===== config.mk =====
export PLATFORM = sky130hd
export DESIGN_NAME = edge_shade_and_blend_pixel
export DESIGN_NICKNAME = d
export VERILOG_FILES = /design/src/design/esb_pkg.sv /design/src/design/edge_shade_and_blend_pixel.sv /design/src/design/esb_window.sv /design/src/design/esb_cell.sv /design/src/design/esb_blend.sv
export VERILOG_INCLUDE_DIRS = /design/src /design/src/design
export SDC_FILE = /design/constraint.sdc
export NUM_CORES = 1
export LEC_CHECK = 0
export BUFFER_PORTS_ARGS = -buffer_cell sky130_fd_sc_hd__buf_2
export CAP_MARGIN = 20
export CORE_ASPECT_RATIO = 0.9
export CORE_MARGIN = 2
export CORE_UTILIZATION = 35
export CTS_BUF_LIST = sky130_fd_sc_hd__clkbuf_4
export CTS_CLUSTER_SIZE = 10
export DETAILED_ROUTE_END_ITERATION = 8
export PLACE_DENSITY_LB_ADDON = 0.08
export SLEW_MARGIN = 20
export SYNTH_ARGS = -nofsm -noshare
export SYNTH_HDL_FRONTEND = slang
export SYNTH_SLANG_ARGS = --single-unit

===== constraint.sdc =====
create_clock -name clk -period 10.95 [get_ports clk]
set_input_delay 0.5475 -clock clk [delete_from_list [all_inputs] [get_ports clk]]
set_output_delay 0.5475 -clock clk [all_outputs]
set_load 0.1 [all_outputs]

===== src/design/edge_shade_and_blend_pixel_macros.svh =====
// Assertion macros for the edge shade and blend pixel block.
// Used by design files that carry concurrent checks; expects clk and rst in scope.
`ifndef EDGE_SHADE_AND_BLEND_PIXEL_MACROS_SVH
`define EDGE_SHADE_AND_BLEND_PIXEL_MACROS_SVH

// same-cycle implication
`define ESB_ASSERT_NOW(label, ante, cons) \
  label: assert property (@(posedge clk) disable iff (rst) (ante) |-> (cons)) \
    else $error("assertion failed");

// next-cycle implication
`define ESB_ASSERT_NEXT(label, ante, cons) \
  label: assert property (@(posedge clk) disable iff (rst) (ante) |=> (cons)) \
    else $error("assertion failed");

`endif


===== src/design/esb_pkg.sv =====
// Shared types, constants and channel tables for edge shade and blend.
// No dependencies; used by every module of the block.
package esb_pkg;

  localparam int MAX_SIDE = 256;
  localparam int SIDE_W   = $clog2(MAX_SIDE + 1);   // width of a clipped frame side

  typedef logic [5:0] pix_t;
  localparam pix_t WHITE_PIX = 6'd63;

  typedef enum logic [1:0] {
    REG_BG     = 2'd0,
    REG_WIDTH  = 2'd1,
    REG_HEIGHT = 2'd2
  } reg_idx_t;

  // per-cell control for pass one
  typedef struct packed {
    logic in_frame;
    logic keep;      // on row 0 or column 0
  } cell_ctl_t;

  // masked original pixels around the 2x2 block
  typedef struct packed {
    pix_t up_0;
    pix_t up_1;
    pix_t ra_0;
    pix_t ra_1;
    pix_t ra_2;
    pix_t ra_3;
    pix_t rb_0;
    pix_t rb_1;
    pix_t rb_2;
    pix_t rb_3;
    pix_t dn_0;
    pix_t dn_1;
  } window_t;

  // channel*85/3 >> 6: only full intensity survives, as 1
  function automatic logic [1:0] shade_side(input logic [1:0] ch);
    return (ch == 2'd3) ? 2'd1 : 2'd0;
  endfunction

  // channel*85/2 >> 6: 2 and 3 map to 1
  function automatic logic [1:0] shade_bottom(input logic [1:0] ch);
    return {1'b0, ch[1]};
  endfunction

  // (sum*85/8) >> 6 equals (sum*85) >> 9
  function automatic logic [1:0] blend_quant(input logic [4:0] sum);
    logic [11:0] prod;
    prod = 12'(sum) * 12'd85;
    return prod[10:9];
  endfunction

endpackage


===== src/design/edge_shade_and_blend_pixel.sv =====
// Edge shade and blend, top level: APB registers, input register, pass one, blend.
// Pipeline: the input register, then the result register, which drives pixel_out.
// Throughput: one pixel per clock while out_ready does not stall; one combinational pass between the two registers.
// Backpressure from out_ready reaches in_ready combinationally through the stage enables.
// Reset (rst, synchronous): pipeline empty, background_color 0, width 144, height 168.
// Depends on esb_pkg, esb_window, esb_cell, esb_blend and the macros header.
`include "edge_shade_and_blend_pixel_macros.svh"

module edge_shade_and_blend_pixel (
  input  logic        clk,
  input  logic        rst,
  input  logic        psel,
  input  logic        penable,
  input  logic        pwrite,
  input  logic [3:0]  paddr,
  input  logic [31:0] pwdata,
  output logic [31:0] prdata,
  output logic        pready,
  input  logic        in_valid,
  output logic        in_ready,
  input  logic [7:0]  row_index,
  input  logic [7:0]  col_index,
  input  logic [11:0] window_above,
  input  logic [23:0] window_row_a,
  input  logic [23:0] window_row_b,
  input  logic [11:0] window_below,
  output logic        out_valid,
  input  logic        out_ready,
  output logic [5:0]  pixel_out
);

  // configuration registers
  esb_pkg::pix_t      background_color;
  logic [8:0]         frame_width;
  logic [8:0]         frame_height;
  esb_pkg::reg_idx_t  reg_sel;
  logic               cfg_write;

  assign pready    = 1'b1;
  assign reg_sel   = esb_pkg::reg_idx_t'(paddr[3:2]);
  assign cfg_write = psel && penable && pwrite && pready;

  always_ff @(posedge clk) begin
    if (rst) begin
      background_color <= '0;
      frame_width      <= 9'd144;
      frame_height     <= 9'd168;
    end else if (cfg_write) begin
      case (reg_sel)
        esb_pkg::REG_BG:     background_color <= pwdata[5:0];
        esb_pkg::REG_WIDTH:  frame_width      <= pwdata[8:0];
        esb_pkg::REG_HEIGHT: frame_height     <= pwdata[8:0];
        default: ;
      endcase
    end
  end

  always_comb begin
    case (reg_sel)
      esb_pkg::REG_BG:     prdata = {26'd0, background_color};
      esb_pkg::REG_WIDTH:  prdata = {23'd0, frame_width};
      esb_pkg::REG_HEIGHT: prdata = {23'd0, frame_height};
      default:             prdata = '0;
    endcase
  end

  // sides above MAX_SIDE act as MAX_SIDE
  logic [esb_pkg::SIDE_W-1:0] lim_w;
  logic [esb_pkg::SIDE_W-1:0] lim_h;

  assign lim_w = (32'(frame_width) > esb_pkg::MAX_SIDE) ?
                 esb_pkg::SIDE_W'(esb_pkg::MAX_SIDE) : esb_pkg::SIDE_W'(frame_width);
  assign lim_h = (32'(frame_height) > esb_pkg::MAX_SIDE) ?
                 esb_pkg::SIDE_W'(esb_pkg::MAX_SIDE) : esb_pkg::SIDE_W'(frame_height);

  // input register stage
  logic        held;
  logic [7:0]  row_idx;
  logic [7:0]  col_idx;
  logic [11:0] above;
  logic [23:0] row_a;
  logic [23:0] row_b;
  logic [11:0] below;
  logic        out_free;
  logic        advance;

  assign out_free = !out_valid || out_ready;
  assign advance  = held && out_free;
  assign in_ready = !held || out_free;

  always_ff @(posedge clk) begin
    if (rst) begin
      held <= 1'b0;
    end else if (in_ready) begin
      held <= in_valid;
    end
  end

  always_ff @(posedge clk) begin
    if (in_valid && in_ready) begin
      row_idx <= row_index;
      col_idx <= col_index;
      above   <= window_above;
      row_a   <= window_row_a;
      row_b   <= window_row_b;
      below   <= window_below;
    end
  end

  // combinational pass
  esb_pkg::window_t   win;
  esb_pkg::cell_ctl_t ctl_11;
  esb_pkg::cell_ctl_t ctl_12;
  esb_pkg::cell_ctl_t ctl_21;
  esb_pkg::cell_ctl_t ctl_22;
  logic               last_row;
  esb_pkg::pix_t      p11;
  esb_pkg::pix_t      p12;
  esb_pkg::pix_t      p21;
  esb_pkg::pix_t      p22;
  esb_pkg::pix_t      pixel_next;

  esb_window u_window (
    .row_index    (row_idx),
    .col_index    (col_idx),
    .window_above (above),
    .window_row_a (row_a),
    .window_row_b (row_b),
    .window_below (below),
    .lim_w        (lim_w),
    .lim_h        (lim_h),
    .win          (win),
    .ctl_11       (ctl_11),
    .ctl_12       (ctl_12),
    .ctl_21       (ctl_21),
    .ctl_22       (ctl_22),
    .last_row     (last_row)
  );

  esb_cell u_cell_11 (
    .cur (win.ra_1), .up (win.up_0), .left (win.ra_0), .right (win.ra_2),
    .down (win.rb_1), .ctl (ctl_11), .bg (background_color), .shaded (p11)
  );

  esb_cell u_cell_12 (
    .cur (win.ra_2), .up (win.up_1), .left (win.ra_1), .right (win.ra_3),
    .down (win.rb_2), .ctl (ctl_12), .bg (background_color), .shaded (p12)
  );

  esb_cell u_cell_21 (
    .cur (win.rb_1), .up (win.ra_1), .left (win.rb_0), .right (win.rb_2),
    .down (win.dn_0), .ctl (ctl_21), .bg (background_color), .shaded (p21)
  );

  esb_cell u_cell_22 (
    .cur (win.rb_2), .up (win.ra_2), .left (win.rb_1), .right (win.rb_3),
    .down (win.dn_1), .ctl (ctl_22), .bg (background_color), .shaded (p22)
  );

  esb_blend u_blend (
    .p        (p11),
    .s        (p12),
    .b        (p21),
    .d        (p22),
    .frame_ok (ctl_11.in_frame),
    .last_row (last_row),
    .blended  (pixel_next)
  );

  // result register
  always_ff @(posedge clk) begin
    if (rst) begin
      out_valid <= 1'b0;
    end else if (out_free) begin
      out_valid <= held;
    end
  end

  always_ff @(posedge clk) begin
    if (advance) begin
      pixel_out <= pixel_next;
    end
  end

  `ESB_ASSERT_NEXT(a_held_kept, held && !out_free, held)
  `ESB_ASSERT_NEXT(a_advance_valid, advance, out_valid)
  `ESB_ASSERT_NEXT(a_outside_black, advance && !ctl_11.in_frame, pixel_out == 6'd0)
  `ESB_ASSERT_NOW(a_empty_ready, !held, in_ready)

endmodule


===== src/design/esb_window.sv =====
// Frame-edge masking of the input window and per-cell control flags.
// Depends on esb_pkg.
module esb_window (
  input  logic [7:0]                    row_index,
  input  logic [7:0]                    col_index,
  input  logic [11:0]                   window_above,
  input  logic [23:0]                   window_row_a,
  input  logic [23:0]                   window_row_b,
  input  logic [11:0]                   window_below,
  input  logic [esb_pkg::SIDE_W-1:0]    lim_w,
  input  logic [esb_pkg::SIDE_W-1:0]    lim_h,
  output esb_pkg::window_t              win,
  output esb_pkg::cell_ctl_t            ctl_11,
  output esb_pkg::cell_ctl_t            ctl_12,
  output esb_pkg::cell_ctl_t            ctl_21,
  output esb_pkg::cell_ctl_t            ctl_22,
  output logic                          last_row
);

  logic [3:0] row_ok;
  logic [3:0] col_ok;

  // offsets -1..+2; row -1 wraps to all ones and fails the compare
  always_comb begin
    for (int i = 0; i < 4; i++) begin
      row_ok[i] = (10'({2'b00, row_index} + 10'(i) - 10'd1) < 10'(lim_h));
      col_ok[i] = (10'({2'b00, col_index} + 10'(i) - 10'd1) < 10'(lim_w));
    end
  end

  always_comb begin
    win.up_0 = (row_ok[0] && col_ok[1]) ? window_above[11:6] : '0;
    win.up_1 = (row_ok[0] && col_ok[2]) ? window_above[5:0]  : '0;
    win.ra_0 = (row_ok[1] && col_ok[0]) ? window_row_a[23:18] : '0;
    win.ra_1 = (row_ok[1] && col_ok[1]) ? window_row_a[17:12] : '0;
    win.ra_2 = (row_ok[1] && col_ok[2]) ? window_row_a[11:6]  : '0;
    win.ra_3 = (row_ok[1] && col_ok[3]) ? window_row_a[5:0]   : '0;
    win.rb_0 = (row_ok[2] && col_ok[0]) ? window_row_b[23:18] : '0;
    win.rb_1 = (row_ok[2] && col_ok[1]) ? window_row_b[17:12] : '0;
    win.rb_2 = (row_ok[2] && col_ok[2]) ? window_row_b[11:6]  : '0;
    win.rb_3 = (row_ok[2] && col_ok[3]) ? window_row_b[5:0]   : '0;
    win.dn_0 = (row_ok[3] && col_ok[1]) ? window_below[11:6] : '0;
    win.dn_1 = (row_ok[3] && col_ok[2]) ? window_below[5:0]  : '0;
  end

  assign ctl_11.in_frame = row_ok[1] && col_ok[1];
  assign ctl_11.keep     = (row_index == 8'd0) || (col_index == 8'd0);
  assign ctl_12.in_frame = row_ok[1] && col_ok[2];
  assign ctl_12.keep     = (row_index == 8'd0);
  assign ctl_21.in_frame = row_ok[2] && col_ok[1];
  assign ctl_21.keep     = (col_index == 8'd0);
  assign ctl_22.in_frame = row_ok[2] && col_ok[2];
  assign ctl_22.keep     = 1'b0;

  // lim_h of zero gives all ones here, never matched by an 8-bit row
  assign last_row = ({1'b0, row_index} == (lim_h - esb_pkg::SIDE_W'(1)));

endmodule


===== src/design/esb_cell.sv =====
// Pass-one shading of a single pixel from its four masked neighbors.
// Depends on esb_pkg.
module esb_cell (
  input  esb_pkg::pix_t      cur,
  input  esb_pkg::pix_t      up,
  input  esb_pkg::pix_t      left,
  input  esb_pkg::pix_t      right,
  input  esb_pkg::pix_t      down,
  input  esb_pkg::cell_ctl_t ctl,
  input  esb_pkg::pix_t      bg,
  output esb_pkg::pix_t      shaded
);

  always_comb begin
    if (!ctl.in_frame) begin
      shaded = '0;
    end else if (ctl.keep || cur == esb_pkg::WHITE_PIX) begin
      shaded = cur;
    end else if (up == esb_pkg::WHITE_PIX) begin
      shaded = '0;   // /5 darkening leaves nothing of a 2-bit channel
    end else if (left == esb_pkg::WHITE_PIX || right == esb_pkg::WHITE_PIX) begin
      shaded = {esb_pkg::shade_side(cur[5:4]), esb_pkg::shade_side(cur[3:2]),
                esb_pkg::shade_side(cur[1:0])};
    end else if (down == esb_pkg::WHITE_PIX) begin
      shaded = {esb_pkg::shade_bottom(cur[5:4]), esb_pkg::shade_bottom(cur[3:2]),
                esb_pkg::shade_bottom(cur[1:0])};
    end else begin
      shaded = bg;
    end
  end

endmodule


===== src/design/esb_blend.sv =====
// Pass-two 3/2/2/1 weighted blend over the pass-one 2x2 block; black outside the frame, p on the last row.
// Depends on esb_pkg.
module esb_blend (
  input  esb_pkg::pix_t p,
  input  esb_pkg::pix_t s,
  input  esb_pkg::pix_t b,
  input  esb_pkg::pix_t d,
  input  logic          frame_ok,
  input  logic          last_row,
  output esb_pkg::pix_t blended
);

  logic [4:0]    sum [3];
  esb_pkg::pix_t mix;

  always_comb begin
    for (int c = 0; c < 3; c++) begin
      sum[c] = 5'(p[2*c +: 2]) * 5'd3 + 5'(s[2*c +: 2]) * 5'd2
             + 5'(b[2*c +: 2]) * 5'd2 + 5'(d[2*c +: 2]);
      mix[2*c +: 2] = esb_pkg::blend_quant(sum[c]);
    end
  end

  always_comb begin
    if (!frame_ok) begin
      blended = '0;
    end else if (last_row) begin
      blended = p;
    end else begin
      blended = mix;
    end
  end

endmodule

==> run_results.csv <==
group,metric,value,unit
route,drc,0,
cells_and_area,area_growth,11.3,%
critical_path,critPathKind,"flop to flop",
synthesis,netlist_area,10600,um^2
place,port_buffers,122,
timing,finalMaxSlewViolations,0,
synthesis,async_flop_share,0,%
critical_path,rr_endpoint,"pixel_out[5]",
route,avgRoutedWirePerCell,17.4,um
pwr,p_clk_share,30.3,%
pwr,p_seq_share,45.3,%
cts,postCtsSetupBuffers,0,
pwr,p_leak,5.10,nW
cts,clk_pin_slew_worst_paths,150,ps
critical_path,crit_arrival,10030,ps
critical_path,critical_path.max_fanout,14,
cts,cts-hold-fix-buffers,0,
cells_and_area,nNetsFinal,1518,
timing,post-route-min-period,9700,ps
route,vias_per_cell,5.12,
cells_and_area,multi_input_area,6750,um^2
route,first_pass_iters,5,
pwr,swShare,34.9,%
critical_path,ff2ff_setup_slack,1250,ps
worst_hold_path,hold_path_class,"input pin to flop",
route,ant_nets,0,
pwr,power.internal,0.000773,W
floorplanning,core,29900,um^2
timing,finClkSkew,31.5,ps
grt,track_usage,18.8,%
cts,h-tree-depth,4,
cts,cts_tree,"built",
critical_path,start_kind,"flop",
synthesis,synth-edff-count,94,
timing,worst_slew_pin_slew,1020,ps
synthesis,synth-seq-cells,120,
place,dp.cells,1629,
timing,min_period_over_period,88.6,%
grt,grt_pass1_vias,8328,
floorplanning,ios,172,
critical_path,r2r.worst_path.cells,34,
pwr,switchingPower,0.000415,W
pwr,finalPower,0.00119,W
timing,whs,135,ps
job,drv_cap,0,
critical_path,slowest_delay,720,ps
route,drtIter0Drc,427,
floorplanning,die_w,188,um
pwr,irDropWorstVdd,0.000117,V
cts,cts_buffer_depth,2,
synthesis,ys_warn_count,0,
worst_hold_path,whs_path_depth,1,
cts,ctsResizeCount,0,
timing,rsz0062_at_grt,"false",
synthesis,synth_largest_area_cell,"edfxtp_1",
grt,grt_max_degree,77,
cells_and_area,final_cells,1666,
synthesis,netlist.area_leader.share,26.5,%
floorplanning,die_h,169,um
timing,relSlewSlack,31.7,%
critical_path,endpoint_kind,"flop",
worst_hold_path,hp-start,"row_index[3]",
floorplanning,initial_core_util,35.6,%
pwr,comb_power_share,24.5,%
critical_path,critPathMostFrequentCell,"ha_1",
cts,clkLatencyLatePin,570,ps
critical_path,startpoint,"row_idx[0]",
grt,grt_pass1_wl,46600,um
pwr,power.density,100,nW/um^2
grt,antenna_found_initial,10,
cells_and_area,mostFrequentLayoutCells,"nand2_1, buf_2, ha_1",
place,gp_congestion,0.808,
timing,max_clock_freq,103,MHz
floorplanning,die_area,31800,um^2
synthesis,yosys_most_used_dff,"edfxtp_1",
timing,hold_viol,0,
cells_and_area,fill_cells,3111,
cts,clock-sinks,120,
outcome,status,"finished clean",
synthesis,syn_inst,1141,
route,routed_wl,28900,um
cts,cts_made_buffers,17,
worst_hold_path,whs_endpoint,"row_idx[3]",
synthesis,synth_area_per_cell,9.33,um^2
critical_path,reg2reg_from,"row_idx[0]",
place,dp_hpwl,22600,um
synthesis,yosysUniqueCellTypes,74,
grt,overflow,0,
critical_path,slowest_stage,"a2111oi_0",
cells_and_area,seqCellArea,3340,um^2
cts,cts-root-buf,"clkbuf_4",
synthesis,ys_top_cells_by_area,"edfxtp_1, ha_1, dfxtp_1",
synthesis,ys_seq_area_share,31.4,%
timing,final.setup.tns,0,ps
critical_path,critPathRequiredTime,11280,ps
floorplanning,rows,60,
timing,finalSetupViolCount,0,
cells_and_area,layout-drive-gt1-share,14.2,%
cells_and_area,fin_util,39.6,%
route,vias,8534,
==> worst max path at each step <==
| stage | endpoint | slack, ps | cells past startpoint |
|---|---|---|---|
| after floorplan | pixel_out[3] | 2810 | 35 |
| after global placement | pixel_out[5] | 1360 | 33 |
| after detailed placement | pixel_out[5] | 1290 | 34 |
| after CTS | pixel_out[5] | 1240 | 34 |
| after global routing | pixel_out[5] | 490 | 34 |
| final | pixel_out[5] | 1250 | 34 |
==> metrics by stage <==
stage | worst slack, ps | instance area, um^2
after global placement | 1360 | 11500
after CTS | 1240 | 11800
after floorplan | 2810 | 10700
after detailed placement | 1290 | 11500
after global routing | 491 | 11800
final | 1250 | 11800
==> synthesized netlist by cell type (4+ instances only) <==
| master | count |
|---|---|
| nand2_1 | 122 |
| ha_1 | 121 |
| edfxtp_1 | 94 |
| nor2_1 | 74 |
| inv_1 | 61 |
| a21oi_1 | 54 |
| xnor2_1 | 52 |
| xor2_1 | 45 |
| nand3_1 | 37 |
| buf_4 | 28 |
| dfxtp_1 | 26 |
| mux2i_1 | 26 |
| o21ai_0 | 26 |
| clkbuf_1 | 25 |
| nor3_1 | 25 |
| nand4_1 | 24 |
| a21o_1 | 23 |
| o21a_1 | 22 |
| fa_1 | 21 |
| nor2b_1 | 16 |
| a31oi_1 | 15 |
| and2_1 | 15 |
| and3_1 | 14 |
| and4_1 | 14 |
| buf_2 | 12 |
| nor4_1 | 10 |
| a211oi_1 | 9 |
| or3_1 | 8 |
| a21boi_0 | 7 |
| nand3b_1 | 7 |
| nor3b_1 | 7 |
| a211o_1 | 6 |
| a22o_1 | 6 |
| a32oi_1 | 6 |
| o211ai_1 | 6 |
| a41oi_1 | 5 |
| o2111ai_1 | 5 |
| o22ai_1 | 5 |
| a311oi_1 | 4 |
| mux2_2 | 4 |
==> critical path, delay by kind of cell (launching register included) <==
kind | cells | cell delay [ps]
buffers and inverters | 2 | 330
DFF | 1 | 690
adders and majority gates | 6 | 2130
AOI/OAI and AO/OA | 15 | 3210
and+or+nand+nor | 8 | 2320
xor gates and xnor gates | 3 | 780
==> final cells by class <==
type                       count  area share, %
sequential                   120           28.2
tap                          403           4.26
inverter                      62           1.97
timing repair buffer         133           5.85
clock inverter                15           1.47
clock buffer                  17           1.08
antenna                        5          0.106
multi-input combinational    911           57.0
==> power by group through the flow <==
| stage | Combinational, W | Sequential, W | Clock [W] |
|---|---|---|---|
| 2_1_floorplan | 0.000224 | 0.000544 | 0 |
| 3_3_place_gp | 0.000289 | 0.000548 | 0 |
| 3_5_place_dp | 0.000290 | 0.000548 | 0 |
| 4_1_cts | 0.000292 | 0.000538 | 0.000378 |
| 5_1_grt | 0.000323 | 0.000541 | 0.000394 |
| 6_report | 0.000291 | 0.000538 | 0.000359 |
==> metal layers <==
metal	up-vias	GRT usage, %	routed length (um)
met5	-	0	36
met4	6	4.25	301
met3	28	4.53	1520
met2	200	29.8	12800
met1	3975	25.9	14200
li1	4325	-	-
==> cell families (layout without fill, tap and decap cells) <==
group                    Yosys count  in the layout  share of synthesized area (%)
AO/OA/AOI/OAI                    227            227                           14.8
XOR/XNOR                          98             98                           8.21
adder cells (fa/ha/maj)          142            142                           18.2
buffers and inverters            132            227                           5.93
flip-flops                       120            120                           31.4
multiplexers                      31             31                           3.01
other                              2             29                         0.0706
AND/OR/NAND/NOR                  389            389                           18.4
==> state kept, by name, indices dropped and copies added, names as in the netlist <==
signal            count
row_a                24
row_b                24
above                12
below                12
frame_height          9
frame_width           9
col_idx               8
row_idx               8
background_color      6
pixel_out             6
held                  1
out_valid             1
(Power assumes the default switching activity.)
